==> config.mk <==
export PLATFORM = sky130hd
export DESIGN_NAME = wis_queue
export DESIGN_NICKNAME = d
export VERILOG_FILES = /design/src/wis_pkg.sv /design/src/wis_queue.sv
export SDC_FILE = /design/constraint.sdc
export NUM_CORES = 1
export LEC_CHECK = 0
export ABC_AREA = 1
export BUFFER_PORTS_ARGS = -buffer_cell sky130_fd_sc_hd__buf_2
export CAP_MARGIN = 20
export CELL_PAD_IN_SITES_DETAIL_PLACEMENT = 1
export CELL_PAD_IN_SITES_GLOBAL_PLACEMENT = 1
export CORE_AREA = 2 2 199 201
export CTS_CLUSTER_SIZE = 40
export DETAILED_ROUTE_END_ITERATION = 6
export DIE_AREA = 0 0 201 203
export PLACE_DENSITY_LB_ADDON = 0.08
export SETUP_SLACK_MARGIN = 0.5
export SLEW_MARGIN = 20
export SYNTH_ARGS = -nofsm -noshare
export SYNTH_HDL_FRONTEND = slang
export SYNTH_SLANG_ARGS = --single-unit
==> constraint.sdc <==
create_clock -name clk -period 2.9 [get_ports clk]
set_input_delay 0.29 -clock clk [delete_from_list [all_inputs] [get_ports clk]]
set_output_delay 0.29 -clock clk [all_outputs]
set_load 0.01 [all_outputs]
==> src/wis_pkg.sv <==
// ----------------------------------------------------------------------------
// wis_pkg
// Shared types and constants of the weighted index sampler: transaction
// structs, command record, function and status codes, sequencer states.
// ----------------------------------------------------------------------------
package wis_pkg;

  localparam int ENTRIES     = 1024;
  localparam int IDX_W       = $clog2(ENTRIES);
  localparam int CNT_W       = IDX_W + 1;
  localparam int DATA_W      = 42;
  localparam int WEIGHT_W    = 32;
  localparam int FRAC_W      = 32;
  localparam int HALF_W      = FRAC_W / 2;
  localparam int PROD_W      = DATA_W + HALF_W;
  localparam int ACC_W       = PROD_W + 1;
  localparam int RANGE_W     = 11;
  localparam int OUT_IDX_W   = 10;
  localparam int QUEUE_DEPTH = 4;
  localparam int QPTR_W      = $clog2(QUEUE_DEPTH);

  localparam logic [1:0] STATUS_OK    = 2'd0;
  localparam logic [1:0] STATUS_FULL  = 2'd1;
  localparam logic [1:0] STATUS_EMPTY = 2'd2;

  typedef enum logic [1:0] {
    FUNC_APPEND       = 2'd0,
    FUNC_SAMPLE_ALL   = 2'd1,
    FUNC_SAMPLE_RANGE = 2'd2,
    FUNC_CLEAR        = 2'd3
  } func_e_t;

  typedef enum logic [1:0] {
    CMD_RESULT = 2'd0,
    CMD_WRITE  = 2'd1,
    CMD_SEARCH = 2'd2
  } cmd_kind_t;

  typedef enum logic [3:0] {
    ST_IDLE,
    ST_RD_TOP,
    ST_RD_BASE,
    ST_BASE,
    ST_SPAN,
    ST_MUL_HI,
    ST_MUL_LO,
    ST_ACC,
    ST_TARGET,
    ST_PROBE,
    ST_CMP,
    ST_EMIT
  } back_state_t;

  typedef struct packed {
    logic [1:0]          func;
    logic [WEIGHT_W-1:0] weight;
    logic [RANGE_W-1:0]  range_from;
    logic [RANGE_W-1:0]  range_to;
    logic [FRAC_W-1:0]   random_fraction;
  } request_t;

  typedef struct packed {
    logic [OUT_IDX_W-1:0] chosen_index;
    logic [DATA_W-1:0]    total_weight;
    logic [1:0]           status;
  } result_t;

  typedef struct packed {
    cmd_kind_t          kind;
    logic [IDX_W-1:0]   idx;
    logic [IDX_W-1:0]   lo;
    logic [IDX_W-1:0]   hi;
    logic [DATA_W-1:0]  data;
    logic [FRAC_W-1:0]  frac;
    logic [1:0]         status;
  } cmd_t;

endpackage

==> src/wis_queue.sv <==
// ----------------------------------------------------------------------------
// wis_queue
// Small command FIFO that decouples the front end from the back end.
// ----------------------------------------------------------------------------
module wis_queue (
  input  logic          clk,
  input  logic          rst,
  input  logic          push,
  input  wis_pkg::cmd_t push_data,
  output logic          full,
  input  logic          pop,
  output wis_pkg::cmd_t pop_data,
  output logic          empty
);
  import wis_pkg::*;

  cmd_t              slots [QUEUE_DEPTH];
  logic [QPTR_W-1:0] wr_ptr;
  logic [QPTR_W-1:0] rd_ptr;
  logic [QPTR_W:0]   fill;

  assign full     = (fill == (QPTR_W + 1)'(QUEUE_DEPTH));
  assign empty    = (fill == '0);
  assign pop_data = slots[rd_ptr];

  always_ff @(posedge clk) begin
    if (push) begin
      slots[wr_ptr] <= push_data;
    end
  end

  always_ff @(posedge clk) begin
    if (rst) begin
      wr_ptr <= '0;
      rd_ptr <= '0;
      fill   <= '0;
    end else begin
      if (push) begin
        wr_ptr <= wr_ptr + QPTR_W'(1);
      end
      if (pop) begin
        rd_ptr <= rd_ptr + QPTR_W'(1);
      end
      if (push && !pop) begin
        fill <= fill + (QPTR_W + 1)'(1);
      end else if (pop && !push) begin
        fill <= fill - (QPTR_W + 1)'(1);
      end
    end
  end

endmodule

==> flow_metrics.tcl <==
set metrics [dict create \
    first_global_vias 11300 \
    io_buffer_count 221 \
    post_dp_cell_area_sq_um 18100 \
    critical_path_class "reg2out" \
    top_layer_used "met4" \
    nature_of_the_critical_path_startpoint "register" \
    run_status "finished, final reports clean" \
    met3_length_um 2230 \
    synth-seq-cells 441 \
    area.growth.synth_to_final_pct 26.9 \
    worstPathMaxFanout 90 \
    reg2reg_setup_slack_ns 1.04 \
    clk-insertion-delay-late_ns 0.56 \
    r2r_end "slots[2][71]$_DFFE_PP_" \
    dpl.cell_count 1794 \
    whs_ns 0.0686 \
    rsz0062_at_grt "true" \
    route.vias.total 10500 \
    power_switching_uw 3350 \
    netlist-cell-type-count 24 \
    netlist.area_leader.share 0.789 \
    slew_headroom 0.523 \
    drt-total-wl_um 43400 \
    timing.critical_path.required_ns 2.61 \
    seq_power_share 0.509 \
    most_common_cell_after_layout_fill_and_taps_aside "sky130_fd_sc_hd__edfxtp_1" \
    critical_path_depth 5 \
    endpoint_kind "output pin" \
    timing.final.hold_violations 0 \
    largest_stage_delay_on_the_critical_path_ns 0.44 \
    cts_max_level 2 \
    min-delay-path-class "in2reg" \
    tritoncts "done" \
    fmax_mhz 435 \
    synth_top_flop_cell "sky130_fd_sc_hd__edfxtp_1" \
    row_count 72 \
    power_per_cell_area_nw_per_um2 694 \
    final_tns_setup_ns 0 \
    setup_viol 0 \
    total_core_area_sq_um 38500 \
    multi_input_comb_area_sq_um 2790 \
    clk_root_buf "sky130_fd_sc_hd__clkbuf_16" \
    p_int_uw 11100 \
    period_utilisation_layout 0.792 \
    met2WireLength_um 21500 \
    filler_cell_count 3824 \
    clock_power_share 0.387 \
    synth_fp_nets 1220 \
    critical_path_buf_inv_count 3 \
    combPwrFrac 0.104 \
    overall_power_uw 14500 \
    post_synth_edffs 432 \
    leakage_uw 0.00731 \
    fin_crit_ns 2.30 \
    cell_types_with_the_largest_area_share_after_synthesis "sky130_fd_sc_hd__edfxtp_1 79%, sky130_fd_sc_hd__o21ai_0 5.6%, sky130_fd_sc_hd__nor2_1 5.1%, sky130_fd_sc_hd__o22ai_1 4.1%, sky130_fd_sc_hd__o21ai_1 1.1%" \
    cts.clk_slew.worst_paths_ns 0.06 \
    fin_cells 1995 \
    r2r_cells 5 \
    grt_remaining_overflow 0 \
    setup.worst_path.end "pop_data[57]" \
    initial_core_util 0.427 \
    post_route_cells_drive_above_1_share 0.224 \
    grt_antenna_before_repair 3 \
    post_synth_instance_area_sq_um 16400 \
    global_route.usage.total 0.208 \
    vias_per_cell 5.26 \
    critical_register_to_register_path_startpoint "wr_ptr[0]$_SDFFE_PP0P_" \
    drt_drc_violations_left 0 \
    cts-buffers-inserted 47 \
    final_antenna_net_count 0 \
    critical_path_cell_by_cell "clkinv_16, buf_4, o21ai_0, o22ai_1, buf_2" \
    max_cap_viol_count 0 \
    clock-sinks 441 \
    grt_first_pass_wirelength_um 65200 \
    synth.largest_area_cell "sky130_fd_sc_hd__edfxtp_1" \
    synth_area_per_cell_sq_um 14.9 \
    detail_route.first_pass.iterations 5 \
    dieWidth_um 201 \
    dieArea_sq_um 40800 \
    io_pins 222 \
    sw_frac_of_total 0.232 \
    design.final.nets 1559 \
    route.layer.met1.wl_um 18900 \
    post_synth_inst_count 1102 \
    synthesis.yosys.warnings 0 \
    post_synthesis_async_set_or_reset_flop_share 0 \
    gp_congestion 0.719 \
    worst_slew_pin_slew_ns 0.716 \
    arrival_ns 2.01 \
    post-dp-hpwl_um 22400 \
    final-max-slew-violation-count 0 \
    final_area_sq_um 20800 \
    layout_common_cells "432 x sky130_fd_sc_hd__edfxtp_1, 222 x sky130_fd_sc_hd__nor2_1, 221 x sky130_fd_sc_hd__buf_2, 184 x sky130_fd_sc_hd__o21ai_0, 109 x sky130_fd_sc_hd__dlygate4sd3_1" \
    wl_per_cell_um 21.8 \
    clock_skew_ns 0.0107 \
    crit_slowest_cell "sky130_fd_sc_hd__dfxtp_4" \
    sequential_cell_area_sq_um 13200 \
    synth.yosys.seq_area_share 0.800 \
    drt_first_iter_violations 628 \
    top_cell_family_by_delay_on_the_critical_path "buffers and inverters" \
    die_h_um 203 \
    vdd_drop_max_uv 536 \
    ctsLongestPathBuffers 3 \
    pin_count_of_the_biggest_net_entering_global_routing 109 \
]
## worst reg2reg max path: stages, from the launching register on
cell and delay (ns):
sky130_fd_sc_hd__dfxtp_2 0.35, sky130_fd_sc_hd__inv_2 0.06, sky130_fd_sc_hd__ha_2 0.18, sky130_fd_sc_hd__nand2_2 0.07, sky130_fd_sc_hd__clkinvlp_4 0.47, sky130_fd_sc_hd__buf_12 0.43
## power by group through the flow
stage          Combinational, uW  Clock [uW]  Sequential, uW
3_5_place_dp                1320           0            7500
4_1_cts                     1480        5750            7370
6_report                    1500        5600            7360
2_1_floorplan                718           0            7480
3_3_place_gp                1300           0            7490
5_1_grt                     1660        6000            7380
## layout make-up
| cell class | count | area share |
|---|---|---|
| antenna | 3 | 0.000360 |
| clock buffer | 64 | 0.0620 |
| clock inverter | 18 | 0.00624 |
| inverter | 17 | 0.00540 |
| multi-input combinational | 574 | 0.134 |
| sequential | 441 | 0.631 |
| tap | 518 | 0.0311 |
| timing repair buffer | 360 | 0.130 |
## registers in the layout (all words and copies together) (netlist names), named ones only
register / count
fill: 3
rd_ptr: 2
slots: 432
wr_ptr: 2
## synthesized netlist by cell type, drive strengths merged, types with 2 or more instances
cell type  number
a21oi           3
buf            28
clkbuf         42
dfxtp           9
edfxtp        432
ha              5
inv            16
nand2           9
nor2          222
nor3            2
o21ai         221
o22ai         108
## how the worst min path moves through the flow
| stage | from | end | slack, ns | cells after the start |
|---|---|---|---|---|
| finish | pop | rd_ptr[0]$_SDFFE_PP0P_ | 0.07 | 4 |
| global route | pop | rd_ptr[0]$_SDFFE_PP0P_ | 0.10 | 4 |
| CTS | pop | rd_ptr[0]$_SDFFE_PP0P_ | 0.04 | 3 |
| detailed placement | rd_ptr[1]$_SDFFE_PP0P_ | register | 0.46 | 1 |
| global placement | rd_ptr[1]$_SDFFE_PP0P_ | register | 0.45 | 1 |
| floorplan | rst | fill[0]$_SDFFE_PP0P_ | 0.36 | 1 |
## cells by family (layout without fill, tap and decap cells)
family | Yosys count | in the layout | share of synthesized area
fa+ha+maj | 6 | 6 | 0.00502
flops | 441 | 441 | 0.800
xor+xnor | 1 | 1 | 0.000533
other cells | 0 | 3 | 0
simple gates | 235 | 235 | 0.0541
compound gates | 332 | 332 | 0.109
buf+inv | 87 | 459 | 0.0308
## metal layers
metal	vias to the layer above	GRT usage
met4	0	0.0688
met2	252	0.355
met5	-	0
li1	4857	-
met1	5325	0.268
met3	58	0.0430
## stage by stage
| stage | util | setup WS (ns) |
|---|---|---|
| after floorplan | - | 0.316 |
| after CTS | 0.539 | 0.515 |
| after detailed placement | 0.471 | 0.877 |
| final | 0.542 | 0.602 |
| after global placement | 0.471 | 0.923 |
| after global routing | 0.542 | 0.457 |
## repair_timing
| action | CTS | global route |
|---|---|---|
| gates cloned | 1 | 3 |
| setup endpoints to repair | 94 | 33 |
| resized for setup | 10 | 4 |
| endpoints found under the hold margin | 433 | 0 |
| hold buffers | 109 | 0 |
| buffers inserted | 1 | 2 |
No activity file was read; power rests on OpenSTA's default activity.
