File: src/wis_pkg.sv
// ----------------------------------------------------------------------------
// wis_pkg
// Shared types and constants of the weighted index sampler: transaction
// structs, command record, function and status codes, sequencer states.
// ----------------------------------------------------------------------------
package wis_pkg;

  localparam int ENTRIES     = 1024;
  localparam int IDX_W       = $clog2(ENTRIES);
  localparam int CNT_W       = IDX_W + 1;
  localparam int DATA_W      = 42;
  localparam int WEIGHT_W    = 32;
  localparam int FRAC_W      = 32;
  localparam int HALF_W      = FRAC_W / 2;
  localparam int PROD_W      = DATA_W + HALF_W;
  localparam int ACC_W       = PROD_W + 1;
  localparam int RANGE_W     = 11;
  localparam int OUT_IDX_W   = 10;
  localparam int QUEUE_DEPTH = 4;
  localparam int QPTR_W      = $clog2(QUEUE_DEPTH);

  localparam logic [1:0] STATUS_OK    = 2'd0;
  localparam logic [1:0] STATUS_FULL  = 2'd1;
  localparam logic [1:0] STATUS_EMPTY = 2'd2;

  typedef enum logic [1:0] {
    FUNC_APPEND       = 2'd0,
    FUNC_SAMPLE_ALL   = 2'd1,
    FUNC_SAMPLE_RANGE = 2'd2,
    FUNC_CLEAR        = 2'd3
  } func_e_t;

  typedef enum logic [1:0] {
    CMD_RESULT = 2'd0,
    CMD_WRITE  = 2'd1,
    CMD_SEARCH = 2'd2
  } cmd_kind_t;

  typedef enum logic [3:0] {
    ST_IDLE,
    ST_RD_TOP,
    ST_RD_BASE,
    ST_BASE,
    ST_SPAN,
    ST_MUL_HI,
    ST_MUL_LO,
    ST_ACC,
    ST_TARGET,
    ST_PROBE,
    ST_CMP,
    ST_EMIT
  } back_state_t;

  typedef struct packed {
    logic [1:0]          func;
    logic [WEIGHT_W-1:0] weight;
    logic [RANGE_W-1:0]  range_from;
    logic [RANGE_W-1:0]  range_to;
    logic [FRAC_W-1:0]   random_fraction;
  } request_t;

  typedef struct packed {
    logic [OUT_IDX_W-1:0] chosen_index;
    logic [DATA_W-1:0]    total_weight;
    logic [1:0]           status;
  } result_t;

  typedef struct packed {
    cmd_kind_t          kind;
    logic [IDX_W-1:0]   idx;
    logic [IDX_W-1:0]   lo;
    logic [IDX_W-1:0]   hi;
    logic [DATA_W-1:0]  data;
    logic [FRAC_W-1:0]  frac;
    logic [1:0]         status;
  } cmd_t;

endpackage

File: src/wis_front.sv
// ----------------------------------------------------------------------------
// wis_front
// Accepts request transactions, tracks entry count and running total, and
// turns each request into a command for the back end.
// ----------------------------------------------------------------------------
module wis_front (
  input  logic              clk,
  input  logic              rst,
  input  logic              push,
  output logic              full,
  input  wis_pkg::request_t request,
  output logic              q_push,
  input  logic              q_full,
  output wis_pkg::cmd_t     cmd
);
  import wis_pkg::*;

  logic [CNT_W-1:0]  count, count_next;
  logic [DATA_W-1:0] total, total_next;
  logic [DATA_W:0]   sum_wide;
  logic [DATA_W-1:0] sum_sat;
  logic [CNT_W-1:0]  to_minus_one;
  logic              range_bad;

  assign full   = q_full;
  assign q_push = push && !q_full;

  assign sum_wide = {1'b0, total} + {{(DATA_W + 1 - WEIGHT_W){1'b0}}, request.weight};
  assign sum_sat  = sum_wide[DATA_W] ? {DATA_W{1'b1}} : sum_wide[DATA_W-1:0];

  assign to_minus_one = request.range_to - CNT_W'(1);
  assign range_bad    = (request.range_to == '0) ||
                        (request.range_from >= request.range_to) ||
                        (request.range_to > count);

  always_comb begin
    count_next = count;
    total_next = total;
    cmd.kind   = CMD_RESULT;
    cmd.idx    = '0;
    cmd.lo     = '0;
    cmd.hi     = '0;
    cmd.data   = total;
    cmd.frac   = request.random_fraction;
    cmd.status = STATUS_OK;
    unique case (func_e_t'(request.func))
      FUNC_APPEND: begin
        if (count >= CNT_W'(ENTRIES)) begin
          cmd.status = STATUS_FULL;
        end else begin
          cmd.kind   = CMD_WRITE;
          cmd.idx    = count[IDX_W-1:0];
          cmd.data   = sum_sat;
          count_next = count + CNT_W'(1);
          total_next = sum_sat;
        end
      end
      FUNC_SAMPLE_ALL: begin
        if (count == '0) begin
          cmd.status = STATUS_EMPTY;
        end else begin
          cmd.kind = CMD_SEARCH;
          cmd.hi   = IDX_W'(count - CNT_W'(1));
        end
      end
      FUNC_SAMPLE_RANGE: begin
        if (range_bad) begin
          cmd.status = STATUS_EMPTY;
        end else begin
          cmd.kind = CMD_SEARCH;
          cmd.lo   = request.range_from[IDX_W-1:0];
          cmd.hi   = to_minus_one[IDX_W-1:0];
        end
      end
      FUNC_CLEAR: begin
        count_next = '0;
        total_next = '0;
        cmd.data   = '0;
      end
    endcase
  end

  always_ff @(posedge clk) begin
    if (rst) begin
      count <= '0;
      total <= '0;
    end else if (q_push) begin
      count <= count_next;
      total <= total_next;
    end
  end

endmodule

File: config.mk
export PLATFORM = sky130hd
export DESIGN_NAME = wis_front
export DESIGN_NICKNAME = d
export VERILOG_FILES = /design/src/wis_pkg.sv /design/src/wis_front.sv
export SDC_FILE = /design/constraint.sdc
export NUM_CORES = 1
export LEC_CHECK = 0
export ABC_AREA = 1
export ABC_CLOCK_PERIOD_IN_PS = 6350
export BUFFER_PORTS_ARGS = -buffer_cell sky130_fd_sc_hd__buf_2
export CAP_MARGIN = 40
export CELL_PAD_IN_SITES_DETAIL_PLACEMENT = 1
export CELL_PAD_IN_SITES_GLOBAL_PLACEMENT = 1
export CORE_ASPECT_RATIO = 0.9
export CORE_MARGIN = 2
export CORE_UTILIZATION = 39
export DETAILED_ROUTE_END_ITERATION = 16
export HOLD_SLACK_MARGIN = 0.05
export PLACE_DENSITY = 0.91
export RECOVER_POWER = 25
export SLEW_MARGIN = 10
export SYNTH_ARGS = -nofsm -noshare
export SYNTH_HDL_FRONTEND = slang
export SYNTH_SLANG_ARGS = --single-unit
File: constraint.sdc
create_clock -name clk -period 6.35 [get_ports clk]
set_input_delay 0.3175 -clock clk [delete_from_list [all_inputs] [get_ports clk]]
set_output_delay 0.3175 -clock clk [all_outputs]
set_load 0.03 [all_outputs]
==> flow_metrics.tcl <==
set metrics [dict create \
    outcome "finished with violations" \
    violations "max-capacitance violations, max-slew violations" \
    wirelength_um 26310 \
    setup-tns-final_ns 0 \
    antenna_found_initial 0 \
    overflow 0 \
    syn_nets 1478 \
    setup_violations 0 \
    required_ns 6.03 \
    syn_avg_cell_area_um2 5.515 \
    row_count 47 \
    grtUsageTotal 0.2663 \
    yosys-top-cells-count "421 x nand2_1, 238 x inv_1, 143 x nor2_1" \
    cts_setup_buffers 0 \
    ys_seq_area_frac 0.1454 \
    post-synth-top-area-fraction 0.2166 \
    synth_area_leader_cell "nand2_1" \
    hold_path_depth 2 \
    synthesis.instances 1323 \
    arrival_ns 3.48 \
    ctsResizeCount 0 \
    ir_worst_vdd_mv 0.1045 \
    max_freq_ghz 0.2632 \
    async_reset_ff_frac 0 \
    synth.cell_area_mm2 0.007297 \
    clockRootBuffer "clkbuf_16" \
    yosysWarnings 0 \
    critPathLaunchType "flip-flop" \
    die_h_um 133.8 \
    ys.flop_type "dfxtp_1" \
    die_x_um 148.2 \
    p_per_area_mw_per_mm2 150.6 \
    reg2reg_depth 12 \
    clk_latency_ns 0.32 \
    post_drt_wl_per_cell_um 15.89 \
    portBuffers 137 \
    utilization 0.4437 \
    clkTransAtPathRegs_ns 0.09 \
    dp_hpwl_um 21310 \
    hold_buffers 0 \
    area_growth_pct 11.57 \
    path_max_fanout 21 \
    worstReg2RegEnd "count[8]" \
    start_util 0.3977 \
    dpl-instance-area_mm2 0.008000 \
    fin_area_mm2 0.008142 \
    path_cells "inv_1 -> ha_1 -> nand2_1 -> nor4_1 -> nand3_1 -> nand2_1 -> nand3_1 -> o22ai_1 -> and2_1 -> buf_2" \
    ant_nets 0 \
    synth.most_common_cell "nand2_1" \
    path_class "reg2out" \
    core_area_mm2 0.01835 \
    dpl_worst_slack_ns 2.994 \
    worstHoldEndpoint "count[9]" \
    rr_startpoint "count[10]" \
    grt_pass1_wl_um 43000 \
    crit_path_end_kind "primary output" \
    min_from "count[8]" \
    drtIter0Drc 404 \
    fin_crit_sh 0.5984 \
    vias 8528 \
    maxSlewHeadroom -0.5434 \
    max_cap_viol_count 1 \
    period_minus_slack_ns 3.800 \
    cts-htree-levels 2 \
    yosysUniqueCellTypes 43 \
    crit_slowest_cell "nand3_1" \
    total_power_mw 1.226 \
    pin_count 202 \
    slew_viol_final 49 \
    ctsLongestPathBuffers 2 \
    synthTopCellsByArea "nand2_1 22%, dfxtp_1 15%, inv_1 12%, ha_1 11%, nor2_1 7.4%" \
    die_area_mm2 0.01982 \
    grt_max_degree 49 \
    p_leak_nw 4.792 \
    layout-drive-gt1-share 0.1262 \
    numCtsBuffers 5 \
    fin_ws_ns 2.550 \
    via_per_inst 5.150 \
    place.gp.congestion 0.9322 \
    r2r_setup_slack_ns 3.37 \
    diodes 0 \
    nNetsFinal 1565 \
    synth-edff-count 0 \
    skew_ns 0.007683 \
    drc 0 \
    drt-pass1-iter-count 5 \
    clock-sinks 53 \
    grt_pass1_vias 8746 \
    crit_path_max_incr_delay_ns 0.47 \
    tritoncts "built" \
    min_path_type "reg2reg" \
    hold_violations 0 \
    synth-seq-cells 53 \
    worst_pin_slew_ns 2.315 \
    rsz0062_at_grt "no" \
]
[state kept, by name, indices dropped and copies added, names as in the netlist]
register / count
total: 42
count: 11
[logic make-up (layout without fill, tap and decap cells)]
family,count (synthesis),in the layout,share of synthesized area
simple gates,707,707,0.4045
xor+xnor,37,37,0.04441
fa+ha+maj,63,63,0.1091
compound gates,152,152,0.1163
buf+inv,311,399,0.1804
flops,53,53,0.1454
[area by class of cell]
class / count / area, um^2
multi-input combinational: 959 / 4930
tap: 245 / 306.5
sequential: 53 / 1061
clock buffer: 5 / 125.1
clock inverter: 3 / 28.78
inverter: 247 / 927.1
timing repair buffer: 144 / 763.2
fill: 2710 / 10210
[worst max path at each step]
| stage | endpoint | cells past startpoint | startpoint |
|---|---|---|---|
| 4_1_cts | cmd[77] | 10 | count[10] |
| 3_3_place_gp | cmd[77] | 12 | request[38] |
| 6_report | cmd[77] | 10 | count[10] |
| 2_1_floorplan | cmd[76] | 10 | count[10] |
| 5_1_grt | count[8] | 13 | push |
| 3_5_place_dp | cmd[77] | 10 | count[10] |
[stage by stage]
stage | hold slack (ns) | std cells
floorplan | 0.4790 | 1323
global placement | 0.5053 | 1645
detailed placement | 0.5248 | 1648
CTS | 0.5377 | 1656
global route | 0.5583 | 1656
finish | 0.5356 | 1656
[per-layer routing]
| layer | GRT usage | part of all wire | routed length (um) | vias to the layer above |
|---|---|---|---|---|
| li1 | - | - | - | 4244 |
| met1 | 0.3516 | 0.45 | 11930 | 4055 |
| met2 | 0.4555 | 0.48 | 12650 | 185 |
| met3 | 0.03322 | 0.043 | 1130 | 44 |
| met4 | 0.07725 | 0.023 | 608 | 0 |
| met5 | 0 | 0 | 0 | - |
[worst max-delay path, delay by kind of cell, from the launching register on]
family	cells	cell delay, ns
AOI/OAI and AO/OA	1	0.34
DFF	1	0.38
buffers and inverters	2	0.51
and+or+nand+nor	6	1.48
adders and majority gates	1	0.44
[report_power, final]
group | internal [mW] | leakage (nW) | total [mW] | switching (mW)
clock | 0.153 | 0.0767 | 0.317 | 0.164
sequential | 0.350 | 0.434 | 0.367 | 0.0167
combinational | 0.176 | 4.28 | 0.542 | 0.366
[placed cells by master (no fill, tap or decap), types with 2 or more instances in the layout]
cell type | netlist | final
nor4_1 | 3 | 3
clkinv_1 | 4 | 4
nand2_2 | 8 | 8
o21ai_1 | 20 | 20
nand3_1 | 76 | 76
nor2_1 | 143 | 141
a22oi_1 | 9 | 9
nor4_2 | 2 | 2
clkbuf_1 | 23 | 8
nor2_4 | 2 | 3
buf_16 | 0 | 2
nand2_1 | 421 | 421
buf_4 | 33 | 3
nand3b_1 | 2 | 2
inv_2 | 5 | 5
nor3b_1 | 2 | 2
nand3_2 | 2 | 2
clkbuf_16 | 0 | 5
a21oi_1 | 80 | 80
buf_2 | 2 | 131
xor2_1 | 24 | 24
nor3_1 | 19 | 19
o21ai_2 | 8 | 8
xnor2_1 | 13 | 13
inv_1 | 238 | 238
ha_1 | 62 | 62
nand4_1 | 18 | 18
o21bai_1 | 7 | 7
o2111ai_1 | 2 | 2
dfxtp_1 | 53 | 53
nor2_2 | 1 | 2
inv_6 | 0 | 2
o21ai_0 | 22 | 22
and2_1 | 3 | 3
Power figures use the tool's default switching activity.
